==> src/rtl/fse_pkg.sv <==
// Shared widths, defaults and controller/datapath command and status types.
package fse_pkg;

  localparam int MAX_ELEMENTS_DEF = 32;
  localparam int ELEM_W           = 16;
  localparam int WORD_W           = 32;

  // Input item kinds.
  localparam logic MODE_LOAD   = 1'b0;
  localparam logic MODE_RANDOM = 1'b1;

  // Commands from the controller to the datapath.
  typedef struct packed {
    logic accept_load;  // store the offered element, bump the count
    logic start_shuf;   // set swap index to the new count minus one
    logic mod_start;    // launch word mod (i+1)
    logic cap_i;        // hold entry i read in the previous cycle
    logic rd_j;         // address the memory read port with j
    logic wr_i;         // entry i takes entry j
    logic wr_j;         // entry j takes the held entry i, step i down
    logic rd_emit;      // address the memory read port with the emit index
    logic emit_load;    // move the read data into the output register
    logic clear;        // empty the array as the final item enters the output register
  } cmd_t;

  // Status from the datapath to the controller.
  typedef struct packed {
    logic load_single;  // count after this load is at most one
    logic mod_busy;
    logic mod_done;
    logic i_is_one;
    logic i_nonzero;
    logic out_free;     // output register can take an item this cycle
    logic emit_last;    // emit index points at the final element
  } status_t;

endpackage

==> src/rtl/fse_in_if.sv <==
// Input channel: element loads and random words.
interface fse_in_if;
  logic                        valid;
  logic                        ready;
  logic                        mode;
  logic [fse_pkg::ELEM_W-1:0]  element;
  logic                        last;
  logic [fse_pkg::WORD_W-1:0]  random_word;

  modport source (output valid, mode, element, last, random_word, input ready);
  modport sink   (input valid, mode, element, last, random_word, output ready);
endinterface

==> src/rtl/fse_out_if.sv <==
// Output channel: shuffled elements in index order.
interface fse_out_if;
  logic                        valid;
  logic                        ready;
  logic [fse_pkg::ELEM_W-1:0]  value;
  logic                        final_res;

  modport source (output valid, value, final_res, input ready);
  modport sink   (input valid, value, final_res, output ready);
endinterface

==> src/rtl/fse_mod.sv <==
// Bit-serial restoring remainder unit: dividend mod divisor in one bit per cycle.
module fse_mod #(
  parameter int DW = 6
) (
  input  logic                       clk,
  input  logic                       rst,
  input  logic                       start,
  input  logic [fse_pkg::WORD_W-1:0] dividend,
  input  logic [DW-1:0]              divisor,
  output logic                       busy,
  output logic                       done,
  output logic [DW-1:0]              rem
);

  localparam int CNT_W = $clog2(fse_pkg::WORD_W);

  logic [fse_pkg::WORD_W-1:0] shreg;
  logic [DW-1:0]              dvsr;
  logic [CNT_W-1:0]           cnt;
  logic [DW:0]                trial;
  logic [DW:0]                diff;

  assign trial = {rem, shreg[fse_pkg::WORD_W-1]};
  assign diff  = trial - {1'b0, dvsr};

  always_ff @(posedge clk) begin
    if (rst) begin
      busy <= 1'b0;
      done <= 1'b0;
      cnt  <= '0;
    end else begin
      done <= 1'b0;
      if (start) begin
        busy <= 1'b1;
        cnt  <= '0;
      end else if (busy) begin
        cnt <= cnt + CNT_W'(1);
        if (cnt == CNT_W'(fse_pkg::WORD_W - 1)) begin
          busy <= 1'b0;
          done <= 1'b1;
        end
      end
    end
  end

  always_ff @(posedge clk) begin
    if (start) begin
      shreg <= dividend;
      dvsr  <= divisor;
      rem   <= '0;
    end else if (busy) begin
      shreg <= {shreg[fse_pkg::WORD_W-2:0], 1'b0};
      if (trial >= {1'b0, dvsr}) begin
        rem <= diff[DW-1:0];
      end else begin
        rem <= trial[DW-1:0];
      end
    end
  end

endmodule

==> src/rtl/fse_dp.sv <==
// Datapath: array memory, counters, swap registers, modulo unit, output register.
module fse_dp #(
  parameter int MAX_ELEMENTS = fse_pkg::MAX_ELEMENTS_DEF
) (
  input  logic                       clk,
  input  logic                       rst,
  input  fse_pkg::cmd_t              cmd,
  output fse_pkg::status_t           status,
  input  logic [fse_pkg::ELEM_W-1:0] element,
  input  logic [fse_pkg::WORD_W-1:0] random_word,
  input  logic                       out_ready,
  output logic                       out_valid,
  output logic [fse_pkg::ELEM_W-1:0] out_value,
  output logic                       out_final
);

  localparam int IW = $clog2(MAX_ELEMENTS);
  localparam int CW = $clog2(MAX_ELEMENTS + 1);

  logic [fse_pkg::ELEM_W-1:0] mem [MAX_ELEMENTS];
  logic [fse_pkg::ELEM_W-1:0] rd_data;
  logic [fse_pkg::ELEM_W-1:0] tmp;
  logic [IW-1:0]              rd_addr;
  logic [IW-1:0]              wr_addr;
  logic [fse_pkg::ELEM_W-1:0] wr_data;
  logic                       wr_en;

  logic [CW-1:0] count;
  logic [CW-1:0] count_next;
  logic [CW-1:0] count_m1;
  logic          not_full;
  logic [IW-1:0] swap_i;
  logic [IW-1:0] emit_k;
  logic [IW-1:0] swap_j;
  logic [CW-1:0] mod_rem;
  logic [CW-1:0] divisor;

  assign not_full   = (count != CW'(MAX_ELEMENTS));
  assign count_next = not_full ? count + CW'(1) : count;
  assign count_m1   = count - CW'(1);
  assign divisor    = CW'({1'b0, swap_i} + 1'b1);
  assign swap_j     = mod_rem[IW-1:0];

  fse_mod #(.DW(CW)) u_mod (
    .clk      (clk),
    .rst      (rst),
    .start    (cmd.mod_start),
    .dividend (random_word),
    .divisor  (divisor),
    .busy     (status.mod_busy),
    .done     (status.mod_done),
    .rem      (mod_rem)
  );

  // Memory port selection
  always_comb begin
    if (cmd.rd_j) begin
      rd_addr = swap_j;
    end else if (cmd.rd_emit) begin
      rd_addr = emit_k;
    end else begin
      rd_addr = swap_i;
    end
    wr_en   = 1'b0;
    wr_addr = swap_i;
    wr_data = rd_data;
    if (cmd.accept_load) begin
      wr_en   = not_full;
      wr_addr = count[IW-1:0];
      wr_data = element;
    end else if (cmd.wr_i) begin
      wr_en = 1'b1;
    end else if (cmd.wr_j) begin
      wr_en   = 1'b1;
      wr_addr = swap_j;
      wr_data = tmp;
    end
  end

  always_ff @(posedge clk) begin
    if (wr_en) begin
      mem[wr_addr] <= wr_data;
    end
    rd_data <= mem[rd_addr];
  end

  always_ff @(posedge clk) begin
    if (cmd.cap_i) begin
      tmp <= rd_data;
    end
  end

  always_ff @(posedge clk) begin
    if (rst) begin
      count  <= '0;
      swap_i <= '0;
      emit_k <= '0;
    end else begin
      if (cmd.clear) begin
        count  <= '0;
        emit_k <= '0;
      end else if (cmd.emit_load) begin
        emit_k <= emit_k + IW'(1);
      end else if (cmd.accept_load) begin
        count <= count_next;
      end
      if (cmd.start_shuf) begin
        swap_i <= IW'(count_next - CW'(1));
      end else if (cmd.wr_j) begin
        swap_i <= swap_i - IW'(1);
      end
    end
  end

  // Output register
  always_ff @(posedge clk) begin
    if (rst) begin
      out_valid <= 1'b0;
    end else if (cmd.emit_load) begin
      out_valid <= 1'b1;
    end else if (out_ready) begin
      out_valid <= 1'b0;
    end
  end

  always_ff @(posedge clk) begin
    if (cmd.emit_load) begin
      out_value <= rd_data;
      out_final <= status.emit_last;
    end
  end

  assign status.load_single = (count_next <= CW'(1));
  assign status.i_is_one    = (swap_i == IW'(1));
  assign status.i_nonzero   = (swap_i != '0);
  assign status.out_free    = !out_valid || out_ready;
  assign status.emit_last   = (emit_k == count_m1[IW-1:0]);

endmodule

==> src/rtl/fse_ctrl.sv <==
// Controller: load, shuffle and emit sequencing.
module fse_ctrl (
  input  logic             clk,
  input  logic             rst,
  input  logic             in_valid,
  input  logic             in_mode,
  input  logic             in_last,
  output logic             in_ready,
  input  fse_pkg::status_t status,
  output fse_pkg::cmd_t    cmd
);

  typedef enum logic [7:0] {
    S_LOAD    = 8'b0000_0001,
    S_SHUF    = 8'b0000_0010,
    S_MOD     = 8'b0000_0100,
    S_RD_J    = 8'b0000_1000,
    S_WR_I    = 8'b0001_0000,
    S_WR_J    = 8'b0010_0000,
    S_EMIT_RD = 8'b0100_0000,
    S_EMIT_LD = 8'b1000_0000
  } state_t;

  state_t state;
  state_t state_next;

  always_ff @(posedge clk) begin
    if (rst) begin
      state <= S_LOAD;
    end else begin
      state <= state_next;
    end
  end

  always_comb begin
    state_next = state;
    cmd        = '0;
    in_ready   = 1'b0;
    case (state)
      S_LOAD: begin
        in_ready = 1'b1;
        if (in_valid && in_mode == fse_pkg::MODE_LOAD) begin
          cmd.accept_load = 1'b1;
          if (in_last) begin
            if (status.load_single) begin
              state_next = S_EMIT_RD;
            end else begin
              cmd.start_shuf = 1'b1;
              state_next     = S_SHUF;
            end
          end
        end
      end
      S_SHUF: begin
        in_ready = 1'b1;
        if (in_valid && in_mode == fse_pkg::MODE_RANDOM) begin
          cmd.mod_start = 1'b1;
          state_next    = S_MOD;
        end
      end
      S_MOD: begin
        // read port sits on entry i; data lands as the remainder settles
        if (status.mod_done) begin
          state_next = S_RD_J;
        end
      end
      S_RD_J: begin
        cmd.cap_i  = 1'b1;
        cmd.rd_j   = 1'b1;
        state_next = S_WR_I;
      end
      S_WR_I: begin
        cmd.wr_i   = 1'b1;
        state_next = S_WR_J;
      end
      S_WR_J: begin
        cmd.wr_j   = 1'b1;
        state_next = status.i_is_one ? S_EMIT_RD : S_SHUF;
      end
      S_EMIT_RD: begin
        cmd.rd_emit = 1'b1;
        state_next  = S_EMIT_LD;
      end
      S_EMIT_LD: begin
        cmd.rd_emit = 1'b1;
        if (status.out_free) begin
          cmd.emit_load = 1'b1;
          if (status.emit_last) begin
            cmd.clear  = 1'b1;
            state_next = S_LOAD;
          end else begin
            state_next = S_EMIT_RD;
          end
        end
      end
      default: begin
        state_next = S_LOAD;
      end
    endcase
  end

  a_reset_load: assert property (@(posedge clk) rst |=> state == S_LOAD)
    else $error("controller not in load state after reset");

  a_done_in_mod: assert property (@(posedge clk) disable iff (rst)
    status.mod_done |-> state == S_MOD)
    else $error("remainder finished outside the modulo wait");

  a_busy_in_mod: assert property (@(posedge clk) disable iff (rst)
    status.mod_busy |-> state == S_MOD)
    else $error("modulo unit running outside the modulo wait");

  a_shuf_index: assert property (@(posedge clk) disable iff (rst)
    state == S_SHUF |-> status.i_nonzero)
    else $error("waiting for a random word with swap index zero");

endmodule

==> src/rtl/fisher_yates_shuffle_engine.sv <==
// Top level of the Fisher-Yates shuffle engine.
//
// Usage:
//   in_ch carries one item per handshake (valid && ready). With mode 0 the item
//   loads one 16-bit element; last marks the final one. Loads past MAX_ELEMENTS
//   are dropped, though a last mark on them still closes the array. With mode 1
//   the item supplies a 32-bit random word for one swap step. Items of the
//   wrong kind for the current phase are accepted and ignored.
//   out_ch delivers the shuffled array in index order, final_res on the last.
// Sequence:
//   A random word is accepted, then the bit-serial remainder word mod (i+1)
//   runs, one step per bit of the 32-bit word and then done; then the swap
//   goes through the one read port and one write port of the array memory.
//   An array of n > 1 elements needs n-1 words. Emitting reads each element
//   and moves it into the output register whenever that register is free.
//   A one-element array starts emitting right after its load.
//   in_ch.ready is low while a remainder, a swap or the emit runs.
// Reset (rst, synchronous): returns to loading with an empty array; the output
//   register is emptied. Memory contents are not cleared.
// Stall: a held out_ch item freezes the emit; the output register lets the
//   block take the next load once the final item sits in it.
module fisher_yates_shuffle_engine #(
  parameter int MAX_ELEMENTS = fse_pkg::MAX_ELEMENTS_DEF
) (
  input logic       clk,
  input logic       rst,
  fse_in_if.sink    in_ch,
  fse_out_if.source out_ch
);

  fse_pkg::cmd_t    cmd;
  fse_pkg::status_t status;

  // Sequence loading, swapping and emitting
  fse_ctrl u_ctrl (
    .clk      (clk),
    .rst      (rst),
    .in_valid (in_ch.valid),
    .in_mode  (in_ch.mode),
    .in_last  (in_ch.last),
    .in_ready (in_ch.ready),
    .status   (status),
    .cmd      (cmd)
  );

  // Hold the array, compute j and drive the output register
  fse_dp #(.MAX_ELEMENTS(MAX_ELEMENTS)) u_dp (
    .clk         (clk),
    .rst         (rst),
    .cmd         (cmd),
    .status      (status),
    .element     (in_ch.element),
    .random_word (in_ch.random_word),
    .out_ready   (out_ch.ready),
    .out_valid   (out_ch.valid),
    .out_value   (out_ch.value),
    .out_final   (out_ch.final_res)
  );

endmodule
==> src/flat_wrapper.sv <==
// flat-port wrapper written by rule: the top's interface ports become plain ports
module fisher_yates_shuffle_engine_flat 
#(
  parameter int MAX_ELEMENTS = fse_pkg::MAX_ELEMENTS_DEF
)
  (clk, rst, in_ch_valid, in_ch_mode, in_ch_element, in_ch_last, in_ch_random_word, in_ch_ready, out_ch_valid, out_ch_value, out_ch_final_res, out_ch_ready);
  fse_in_if in_ch_i ();
  fse_out_if out_ch_i ();
  input logic clk;
  input logic rst;
  input wire logic [$bits(in_ch_i.valid)-1:0] in_ch_valid;
  input wire logic [$bits(in_ch_i.mode)-1:0] in_ch_mode;
  input wire logic [$bits(in_ch_i.element)-1:0] in_ch_element;
  input wire logic [$bits(in_ch_i.last)-1:0] in_ch_last;
  input wire logic [$bits(in_ch_i.random_word)-1:0] in_ch_random_word;
  output wire logic [$bits(in_ch_i.ready)-1:0] in_ch_ready;
  output wire logic [$bits(out_ch_i.valid)-1:0] out_ch_valid;
  output wire logic [$bits(out_ch_i.value)-1:0] out_ch_value;
  output wire logic [$bits(out_ch_i.final_res)-1:0] out_ch_final_res;
  input wire logic [$bits(out_ch_i.ready)-1:0] out_ch_ready;
  assign in_ch_i.valid = in_ch_valid;
  assign in_ch_i.mode = in_ch_mode;
  assign in_ch_i.element = in_ch_element;
  assign in_ch_i.last = in_ch_last;
  assign in_ch_i.random_word = in_ch_random_word;
  assign in_ch_ready = in_ch_i.ready;
  assign out_ch_valid = out_ch_i.valid;
  assign out_ch_value = out_ch_i.value;
  assign out_ch_final_res = out_ch_i.final_res;
  assign out_ch_i.ready = out_ch_ready;
  fisher_yates_shuffle_engine #(.MAX_ELEMENTS(MAX_ELEMENTS)) u_core (.clk(clk), .rst(rst), .in_ch(in_ch_i), .out_ch(out_ch_i));
endmodule
==> config.mk <==
export PLATFORM = sky130hd
export DESIGN_NAME = fisher_yates_shuffle_engine_flat
export DESIGN_NICKNAME = d
export VERILOG_FILES = /design/src/rtl/fse_pkg.sv /design/src/rtl/fse_in_if.sv /design/src/rtl/fse_out_if.sv /design/src/rtl/fse_mod.sv /design/src/rtl/fse_dp.sv /design/src/rtl/fse_ctrl.sv /design/src/rtl/fisher_yates_shuffle_engine.sv /design/src/flat_wrapper.sv
export SDC_FILE = /design/constraint.sdc
export NUM_CORES = 1
export LEC_CHECK = 0
export ABC_AREA = 1
export BUFFER_PORTS_ARGS = -buffer_cell sky130_fd_sc_hd__buf_2
export CORE_MARGIN = 2
export CORE_UTILIZATION = 52
export CTS_CLUSTER_DIAMETER = 30
export DETAILED_ROUTE_END_ITERATION = 10
export PLACE_DENSITY = 0.72
export REMOVE_ABC_BUFFERS = 1
export SYNTH_ARGS = -nofsm -noshare
export SYNTH_HDL_FRONTEND = slang
export SYNTH_SLANG_ARGS = --single-unit
export TNS_END_PERCENT = 1
==> constraint.sdc <==
create_clock -name clk -period 3.49 [get_ports clk]
set_input_delay 0.349 -clock clk [delete_from_list [all_inputs] [get_ports clk]]
set_output_delay 0.349 -clock clk [all_outputs]
set_load 0.03 [all_outputs]
# --- Word-level counts from Yosys, hierarchy flattened ---
# Memory sizes are Yosys's and may differ from the RTL's. A register that Yosys moved wholly into a read port is not among the register bits.
# Index checks and enable logic that the tools add are counted.
totals:
  regBits: 109
  ramBits: 512
  out_inout_bits: 19
  word_cells: 107
  n_memories: 1
op_classes:
  addsub: 8
  magnitude_cmp: 2
  n_eq_ne: 17
  muxes: 48
  bitwise_logic: 3
  n_reduce_logical: 14
mem_list:
  columns: ["name", "words", "word_bits", "read_ports", "rd_ports_with_merged_regs", "write_ports", "line_no", "text"]
  rows:
  - ["u_core.u_dp.mem", 32, 16, 1, 1, 1, "fse_dp.sv:20", "logic [fse_pkg::ELEM_W-1:0] mem [MAX_ELEMENTS];"]
op_table:
  columns: ["operator", "n"]
  rows:
  - ["$mux W32", 2]
  - ["$pmux W8 S8", 1]
  - ["$mux W16", 3]
  - ["$mux W8", 5]
  - ["$mux W5", 7]
  - ["$mux W7", 3]
  - ["$mux W1", 20]
  - ["$sub A5 B1 Y5 const B", 3]
  - ["$mux W6", 2]
  - ["$add A5 B1 Y5 const B", 2]
  - ["$mux W2", 5]
  - ["$eq A8 B1 Y1 const B", 1]
  - ["$eq A8 B2 Y1 const B", 1]
  - ["$eq A8 B3 Y1 const B", 1]
  - ["$eq A8 B4 Y1 const B", 1]
  - ["$eq A8 B5 Y1 const B", 1]
  - ["$eq A8 B6 Y1 const B", 1]
  - ["$eq A8 B7 Y1 const B", 1]
  - ["$eq A8 B8 Y1 const B", 1]
  - ["$ne A2 B2 Y1 const B", 4]
  - ["$reduce_or A2 Y1", 4]
  - ["$ge A7 B6 Y1", 1]
  - ["$add A5 B1 Y6 const B", 1]
  - ["$add A6 B1 Y6 const B", 1]
  - ["other kinds (15)", 20]

# --- Logic depth before layout (Yosys ltp) ---
# Gate-level depths: netlist of run 1.
logic_depth:
  word_depth: 10
  ltp_mapped: 17
  mapped_depth_nobuf: 15

# --- Hierarchy ---
# From an unflattened synthesis of run 1, not the netlist that was laid out.
unflattened:
  hier_cells: 2823
  area_unflattened_um2: 29007.8
modules_own_cells:
  columns: ["module", "instances", "cells_each", "area_each_um2"]
  rows:
  - ["fse_dp", 1, 2457, 25912.4]
  - ["fse_mod", 1, 270, 2453.6]
  - ["fse_ctrl", 1, 96, 641.9]

# --- Worst setup path before layout of run 1 ---
# OpenSTA, ideal clock, no wires.
synth_timing:
  path_kind: "flip-flop to flip-flop"
  from: "reg u_core.u_ctrl.state[3]"
  to: "mem u_core.u_dp.mem[0][10] (netlist name), data pin"
  setup_ns: 0.398
  arrival_time_ns: 2.448
  path_slack_ns: 0.645
  stages_incl_launch_ff: 10
  synth_period_minus_slack_ns: 2.845
  path_cell_list: "dfxtp_1 > inv_2 > nand2_4 > nor2_4 > nand4_2 > inv_2 > buf_2 > clkbuf_1 > nand2_1 > a31oi_1"
synth_via:
  elab_chain_cells: 5
  word_cells_on_any_way: 9
  classes_between: "eq/ne (3); mux (6)"
synth_lines:
  columns: ["element", "line_no", "text"]
  rows:
  - ["start, declared", "fse_ctrl.sv:24", "state_t state;"]
  - ["start signal, assigned", "fse_ctrl.sv:31", "state <= state_next;"]
  - ["$eq A8 B6 Y1", "fse_ctrl.sv:39", "case (state)"]
  - ["$mux W1", "fse_ctrl.sv:39", null]
  - ["$mux W16", "fse_dp.sv:73", "end else if (cmd.wr_j) begin"]
  - ["$mux W16", "fse_dp.sv:71", "end else if (cmd.wr_i) begin"]
  - ["$mux W16 (*)", "fse_dp.sv:67", "if (cmd.accept_load) begin"]
  - ["via u_core.u_dp.wr_data, one bit", "fse_dp.sv:25", "logic [fse_pkg::ELEM_W-1:0] wr_data;"]
  - ["end, declared", "fse_dp.sv:20", null]
# Mark *: on every way through the listed nets, which the timed path passes. The rest lies on a longest branch.

# --- Worst setup path after layout of run 1 ---
layout_timing:
  from: "reg u_core.u_ctrl.state[5]"
  to: "mem u_core.u_dp.mem[13][6] (netlist name) (enable)"
layout_via:
  elab_chain_cells: 7
  word_cells_on_any_way: 14
  classes_between: "eq/ne (3); mux (11)"
layout_lines:
  columns: ["element", "line_no", "text"]
  rows:
  - ["$eq A8 B6 Y1", "fse_ctrl.sv:39", null]
  - ["$mux W1", "fse_ctrl.sv:39", null]
  - ["$mux W1", "fse_dp.sv:73", null]
  - ["$mux W1", "fse_dp.sv:71", null]
  - ["$mux W1", "fse_dp.sv:67", null]
  - ["$mux W1", "fse_dp.sv:81", "if (wr_en) begin"]
  - ["$mux W1 (implied by the code)", "fse_dp.sv:82", "mem[wr_addr] <= wr_data;"]
# Parallel ways exist; a longest one is shown, timed or not.

==> results.sh, run 1 <==
export IMPL_antenna_found_initial=0
export IMPL_num_vias=20900
export IMPL_hold_viol=0
export IMPL_critical_path_class="reg -> reg"
export IMPL_r2r_end="u_core.u_dp.mem[13][6]"
export IMPL_wire_per_inst_um=19.5
export IMPL_clkSlewWorstSetupHoldPaths_ns=0.05
export IMPL_overflow=0
export IMPL_drt_initial_drc_count=2191
export IMPL_numCtsBuffers=113
export IMPL_worstHoldPathType="in -> reg"
export IMPL_initial_core_util_pct=52.9
export IMPL_setup_slack_ns=0.312
export IMPL_cts_num_sinks=637
export IMPL_die_h_um=238
export IMPL_critPathRequiredTime_ns=3.84
export IMPL_period_needed_ns=3.18
export IMPL_cts_tree="yes"
export IMPL_end_kind="flip-flop"
export IMPL_grt_max_degree=129
export IMPL_finalCritPeriodShare_pct=91.1
export IMPL_first_pass_iters=6
export IMPL_rsz0062_at_grt="false"
export IMPL_r2r_slack_ns=0.31
export IMPL_fmax_ghz=0.315
export IMPL_ioPinCount=73
export IMPL_p_sw_mw=7.83
export IMPL_p_int_mw=18.1
export IMPL_cp_slowest_cell="o21ai_0"
export IMPL_die_x_um=238
export IMPL_cts_setup_buffers=0
export IMPL_critPathMaxFanout=14
export IMPL_ant_nets=0
export IMPL_core_sq_um=54000
export IMPL_cp_start_kind="flip-flop"
export IMPL_worstPathArrival_ns=3.52
export IMPL_h_tree_depth=3
export IMPL_synth_top_cells_by_area="edfxtp_1 61%, nand3_1 10%, nand2_1 9.1%, inv_1 7.5%, dfxtp_1 3.8%"
export IMPL_crit_chain="nor2_1 > nand2_1 > nor4_4 > nand2_2 > o21ai_0 > inv_1 > nor2_1 > nand2_1 > nor2_1 > buf_4"
export IMPL_worst_pin_slew_ns=0.977
export IMPL_ctsHoldBuffers=32
export IMPL_setup_tns_ns=0
export IMPL_outcome="finished, final reports clean"
export IMPL_ir_drop_mv=0.500
export IMPL_power_density_nw_per_um2=752
export IMPL_slowest_delay_ns=0.48
export IMPL_placementRows=85
export IMPL_critPathLaunch="u_core.u_ctrl.state[5]"
export IMPL_area_delta_synth_final_pct=20.6
export IMPL_synth_cell_types=41
export IMPL_yosys_area_top_type="edfxtp_1"
export IMPL_drt_wl_total_um=75100
export IMPL_seqPwrFrac_pct=38.6
export IMPL_clockRootBuffer="clkbuf_16"
export IMPL_setup_viol=0
export IMPL_gp_congestion=0.974
export IMPL_synth_seq_area_share_pct=65.1
export IMPL_slew_viol_final=0
export IMPL_fin_util_pct=63.8
export IMPL_first_global_vias=20400
export IMPL_drc=0
export IMPL_portBuffers=72
export IMPL_clock_skew_ns=0.0386
export IMPL_dp_cells=3600
export IMPL_grt_total_usage_pct=26.5
export IMPL_swShare_pct=30.2
export IMPL_critPathCapture="u_core.u_dp.mem[13][6]"
export IMPL_avgViaCountPerCell=5.43
export IMPL_dp_slack_ns=0.501
export IMPL_ys_ff_latch=637
export IMPL_async_flop_share_pct=0
export IMPL_layout_drive_gt1_share_pct=12.8
export IMPL_syn_inst=2882
export IMPL_synthFlopType="edfxtp_1"
export IMPL_worstRegToRegCells=10
export IMPL_clock_path_buffers=3
export IMPL_syn_cell_area_sq_um=28600
export IMPL_maxSlewHeadroom_pct=34.8
export IMPL_worstReg2RegStart="u_core.u_ctrl.state[5]"
export IMPL_hpwlAfterDp_um=45100
export IMPL_clk_insertion_delay_late_ns=0.67
export IMPL_syn_avg_cell_area_sq_um=9.91
export IMPL_nNetsFinal=3122
export IMPL_crit_top_cell="nor2_1"
export IMPL_yosys_area_top_type_share_pct=61.3
export IMPL_cap_violations=0
export IMPL_cts_resized=0
export IMPL_p_total_mw=25.9
export IMPL_antenna_cells=0
export IMPL_yosys_warnings=0
export IMPL_fin_cells=3847
export IMPL_die_area_sq_um=56800
export IMPL_leakagePower_nw=14.8
export IMPL_clkPwrFrac_pct=42.9
export IMPL_combPwrFrac_pct=18.4
export IMPL_synth_edf_count=583
export IMPL_grt_pass1_wl_um=114000
[through the flow]
step	hold slack [ns]	cell area, sq um
floorplan	0.418	27800
global placement	0.443	30200
detailed placement	0.456	30200
CTS	0.00608	34400
global route	0.0238	34400
finish	0.0259	34400
[routing by layer]
layer	GRT usage (%)	share of wire, %	vias up
met5	0	0	-
met2	44.2	48	1066
met4	13.7	4.6	0
met1	33.1	38	9876
li1	-	-	9738
met3	5.14	9.2	215
[Yosys cell counts, types with 3 or more instances]
cell,n
buf_2,69
a31oi_1,17
nand3_1,581
buf_4,15
buf_6,10
o211ai_1,11
nor4_1,3
buf_1,11
ha_1,16
a21oi_1,26
nand2_1,693
edfxtp_1,583
inv_2,8
nand2_2,5
o21ai_1,6
or2_2,3
dfxtp_1,54
nand3_2,4
inv_1,568
clkbuf_1,32
o21ai_0,17
xnor2_1,6
nand2_4,3
nor2_1,94
xor2_1,18
nor3_1,10
nand4_1,3
[cells by family after synthesis]
kind of cell	count (synthesis)	synth area share, %
compound gates	83	1.67
fa+ha+maj	17	0.771
flops	637	65.1
xor+xnor	24	0.736
simple gates	1408	21.6
buf+inv	713	10.1
[sequential cells by signal, indices dropped and copies added, names as in the netlist, 5 cells and up]
| signal | count |
|---|---|
| u_core.u_dp.u_mod.cnt | 5 |
| u_core.u_dp.count | 6 |
| u_core.u_dp.swap_i | 5 |
| u_core.u_ctrl.state | 8 |
| u_core.u_dp.out_value | 16 |
| u_core.u_dp.emit_k | 5 |
| u_core.u_dp.u_mod.rem | 6 |
| u_core.u_dp.u_mod.shreg | 32 |
| u_core.u_dp.u_mod.dvsr | 6 |
| u_core.u_dp.tmp | 16 |
| u_core.u_dp.mem | 512 |
| u_core.u_dp.rd_data | 16 |
[how the worst min path moves through the flow]
stage,start,end,cells past startpoint
6_report,out_ch_ready,u_core.u_dp.out_valid,4
5_1_grt,in_ch_random_word[0],u_core.u_dp.u_mod.shreg[0],3
4_1_cts,in_ch_random_word[0],u_core.u_dp.u_mod.shreg[0],3
3_5_place_dp,u_core.u_dp.u_mod.rem[5],u_core.u_dp.u_mod.rem[5],2
3_3_place_gp,u_core.u_dp.u_mod.rem[5],u_core.u_dp.u_mod.rem[5],2
2_1_floorplan,rst,u_core.u_ctrl.state[1],1
[power by group through the flow]
stage / logic [mW] / clock network, mW / registers (mW)
after floorplan: 2.30 / 0 / 10.1
after global placement: 4.57 / 0 / 10.2
after detailed placement: 4.63 / 0 / 10.2
after CTS: 4.69 / 11.2 / 10.0
after global routing: 5.07 / 11.6 / 10.0
final: 4.78 / 11.1 / 10.0
[final cells by class]
type / instances / area, sq um
inverters: 576 / 2160
flip-flops and latches: 637 / 18600
fillers: 4013 / 19600
repair buffers: 191 / 1470
multi-input cells: 1532 / 7380
clock inverters: 80 / 962
clock buffers: 135 / 3010
well taps: 696 / 871
[cells in the final DEF (no fill, tap or decap), types with 8 or more instances in the layout]
cell           Yosys  routed
clkbuf_1          32      14
dfxtp_1           54      54
inv_2              8       8
clkbuf_16          0     115
clkinv_2           0      12
o21ai_0           17      17
bufinv_16          0      13
clkinv_1           0       9
edfxtp_1         583     583
xor2_1            18      18
o211ai_1          11      11
clkinv_4           0      11
dlygate4sd3_1      0      32
inv_1            568     568
clkinvlp_4         0      19
buf_2             69      72
buf_4             15      76
ha_1              16      16
nor3_1            10      10
buf_12             0      11
nor2_1            94      92
a31oi_4            0      16
inv_6              0       8
nand3_1          581     581
nand2_1          693     692
a21oi_1           26      26
[critical path, delay by kind of cell (launching register included)]
family                 cells  cell delay (ns)
flip-flops                 1             0.33
AO/OA/AOI/OAI              1             0.48
buffers and inverters      2             0.32
AND/OR/NAND/NOR            7             1.70
(Power assumes the default switching activity.)
==> inputs of run 2 (changes only) <==
--- a/config.mk
+++ b/config.mk
@@ -11,7 +11,7 @@
 export CORE_UTILIZATION = 52
 export CTS_CLUSTER_DIAMETER = 30
 export DETAILED_ROUTE_END_ITERATION = 10
-export PLACE_DENSITY = 0.72
+export PLACE_DENSITY = 0.75
 export REMOVE_ABC_BUFFERS = 1
 export SYNTH_ARGS = -nofsm -noshare
 export SYNTH_HDL_FRONTEND = slang
==> constraint.sdc (replaced) <==
create_clock -name clk -period 2.7 [get_ports clk]
set_input_delay 0.27 -clock clk [delete_from_list [all_inputs] [get_ports clk]]
set_output_delay 0.27 -clock clk [all_outputs]
set_load 0.03 [all_outputs]
==> run 2 against run 1 <==
Against the previous run: non-clock buffer count up 67; sequential share of layout area down 1.7 points; clock skew up 0.0098 ns; cell area up 3.2%; final cell count up 1.8%; clock power up 32%; routed wire length up 5.2%; critical path depth up 6; setup slack worse by 0.27 ns; global-route usage up 0.92 points; via count up 4.8%.
==> results.sh, run 2 (synthesis gave the netlist of run 1 again) <==
export IMPL_wire_per_inst_um=20.2
export IMPL_clk_insertion_delay_late_ns=0.68
export IMPL_initial_core_util_pct=52.9
export IMPL_placed_area_sq_um=30900
export IMPL_placementRows=85
export IMPL_first_pass_iters=6
export IMPL_crit_chain="inv_2 > nand2_2 > nor3_2 > nand3_2 > inv_4 > nand2_1 > nand2_4 > buf_12 > buf_4 > nand2_1 > nand3_1 > nand3_1 > nand3_1 > nand2_1 > nand2_1 > nand2_1"
export IMPL_setup_tns_ns=0
export IMPL_portBuffers=72
export IMPL_num_vias=21900
export IMPL_cp_start_kind="flip-flop"
export IMPL_drc=0
export IMPL_worstHoldPathType="in -> reg"
export IMPL_crit_family="simple AND/OR/NAND/NOR gates"
export IMPL_clock_skew_ns=0.0484
export IMPL_cts_num_sinks=637
export IMPL_layout_drive_gt1_share_pct=15.5
export IMPL_drt_initial_drc_count=2792
export IMPL_overflow=0
export IMPL_grt_max_degree=65
export IMPL_holdPathEnd="u_core.u_ctrl.state[1]"
export IMPL_numCtsBuffers=114
export IMPL_min_path_cells=4
export IMPL_ant_nets=0
export IMPL_outcome="finished, final reports clean"
export IMPL_largest_register_ffs=512
export IMPL_core_sq_um=54000
export IMPL_r2r_slack_ns=0.04
export IMPL_ioPinCount=73
export IMPL_critPathMaxFanout=27
export IMPL_worst_path_buf_inv=4
export IMPL_worst_pin_slew_ns=0.840
export IMPL_power_density_nw_per_um2=964
export IMPL_grt_pass1_wl_um=118000
export IMPL_antenna_found_initial=0
export IMPL_drt_wl_total_um=79000
export IMPL_r2r_end="u_core.u_dp.rd_data[5]"
export IMPL_slowest_delay_ns=0.34
export IMPL_die_h_um=238
export IMPL_hpwlAfterDp_um=47200
export IMPL_gp_congestion=0.952
export IMPL_hold_viol=0
export IMPL_clkSlewWorstSetupHoldPaths_ns=0.05
export IMPL_area_delta_synth_final_pct=24.5
export IMPL_ir_drop_mv=0.663
export IMPL_reg_top3="u_core.u_dp.mem x512, u_core.u_dp.u_mod.shreg x32"
export IMPL_grt_total_usage_pct=27.5
export IMPL_maxSlewHeadroom_pct=43.7
export IMPL_clock_path_buffers=3
export IMPL_die_x_um=238
export IMPL_cp_slowest_cell="dfxtp_1"
export IMPL_die_area_sq_um=56800
export IMPL_h_tree_depth=3
export IMPL_layout_common_cells="691 x nand2_1, 583 x edfxtp_1, 575 x nand3_1"
export IMPL_fmax_ghz=0.377
export IMPL_nNetsFinal=3191
export IMPL_finalCritPeriodShare_pct=98.4
export IMPL_avgViaCountPerCell=5.59
export IMPL_worstRegToRegCells=16
export IMPL_leakagePower_nw=15.4
export IMPL_n_fill_cell=3794
export IMPL_critical_path_class="reg -> reg"
export IMPL_end_kind="flip-flop"
export IMPL_max_flop_register="u_core.u_dp.mem"
export IMPL_final_common_cell="nand2_1"
export IMPL_cts_tree="yes"
export IMPL_period_needed_ns=2.66
export IMPL_cap_violations=0
export IMPL_setup_viol=0
export IMPL_clockRootBuffer="clkbuf_16"
export IMPL_slew_viol_final=0
export IMPL_worstPathArrival_ns=3.22
export IMPL_critPathRequiredTime_ns=3.27
export IMPL_first_global_vias=21500
export IMPL_rsz0062_at_grt="true"
export IMPL_crit_top_cell="nand2_1"
export IMPL_worstReg2RegStart="u_core.u_ctrl.state[1]"
export IMPL_hp_start="in_ch_valid"
export IMPL_design_area_sq_um=35600
-- run 2: final cells by class --
cell class / instances / area (sq um) / area share [%]
Clock buffer: 129 / 2970 / 8.36
Antenna cell: 1 / 2.50 / 0.00704
Multi-Input combinational cell: 1533 / 7370 / 20.7
Sequential cell: 637 / 18600 / 52.3
Inverter: 576 / 2160 / 6.09
Clock inverter: 88 / 1010 / 2.85
Timing Repair Buffer: 258 / 2580 / 7.26
Tap cell: 696 / 871 / 2.45
-- run 2: routing by layer --
| layer | up-vias | track usage (%) | part of all wire (%) |
|---|---|---|---|
| met1 | 10400 | 35.6 | 37 |
| met2 | 1379 | 43.8 | 47 |
| met4 | 0 | 15.1 | 5.2 |
| met3 | 267 | 5.29 | 11 |
| met5 | - | 0 | 0 |
| li1 | 9899 | - | - |
-- run 2: per-stage QoR --
| step | hold WS [ns] | instances | utilization, % | power [mW] | setup WS [ns] |
|---|---|---|---|---|---|
| global route | 0.0519 | 3917 | 65.8 | 35.2 | -0.126 |
| CTS | 0.0108 | 3903 | 65.2 | 34.0 | -0.00556 |
| floorplan | 0.339 | 2745 | - | 16.0 | -3.19 |
| global placement | 0.446 | 3650 | 57.1 | 19.2 | 0.0226 |
| finish | 0.0441 | 3918 | 65.8 | 34.3 | 0.0440 |
| detailed placement | 0.455 | 3650 | 57.1 | 19.4 | -0.0446 |
-- run 2: worst max-delay path by stage --
stage	from	end	slack (ns)	cells after the start
after global placement	u_core.u_ctrl.state[4]	u_core.u_dp.mem[15][4]	0.02	12
after CTS	u_core.u_ctrl.state[0]	u_core.u_dp.rd_data[10]	-0.006	15
after floorplan	u_core.u_ctrl.state[1]	u_core.u_dp.rd_data[0]	-3.19	14
final	u_core.u_ctrl.state[1]	u_core.u_dp.rd_data[5]	0.04	16
after global routing	u_core.u_dp.count[0]	u_core.u_dp.swap_i[3]	-0.13	15
after detailed placement	u_core.u_ctrl.state[4]	u_core.u_dp.mem[14][13]	-0.04	10
-- run 2: worst register-to-register path, stage by stage (launching register included) --
cell,delay (ns)
dfxtp_1,0.34
inv_2,0.07
nand2_2,0.09
nor3_2,0.14
nand3_2,0.16
inv_4,0.17
nand2_1,0.21
nand2_4,0.23
buf_12,0.21
buf_4,0.19
nand2_1,0.07
nand3_1,0.10
nand3_1,0.12
nand3_1,0.18
nand2_1,0.11
nand2_1,0.12
nand2_1,0.07
-- run 2: report_power, final --
group	internal, mW	switching (mW)	leakage, nW	total, mW
combinational	1.91	4.84	7.79	6.75
sequential	12.6	0.378	5.68	12.9
clock	9.44	5.14	1.93	14.6
total	23.9	10.4	15.4	34.3
-- run 2: timing repair --
item | CTS | global route
endpoints found under the hold margin | 45 | 0
gates cloned | 0 | 3
endpoints found under the setup margin | 192 | 533
hold buffers | 36 | 0
resized for setup | 4 | 51
setup buffers | 0 | 11
pin swaps | 0 | 2
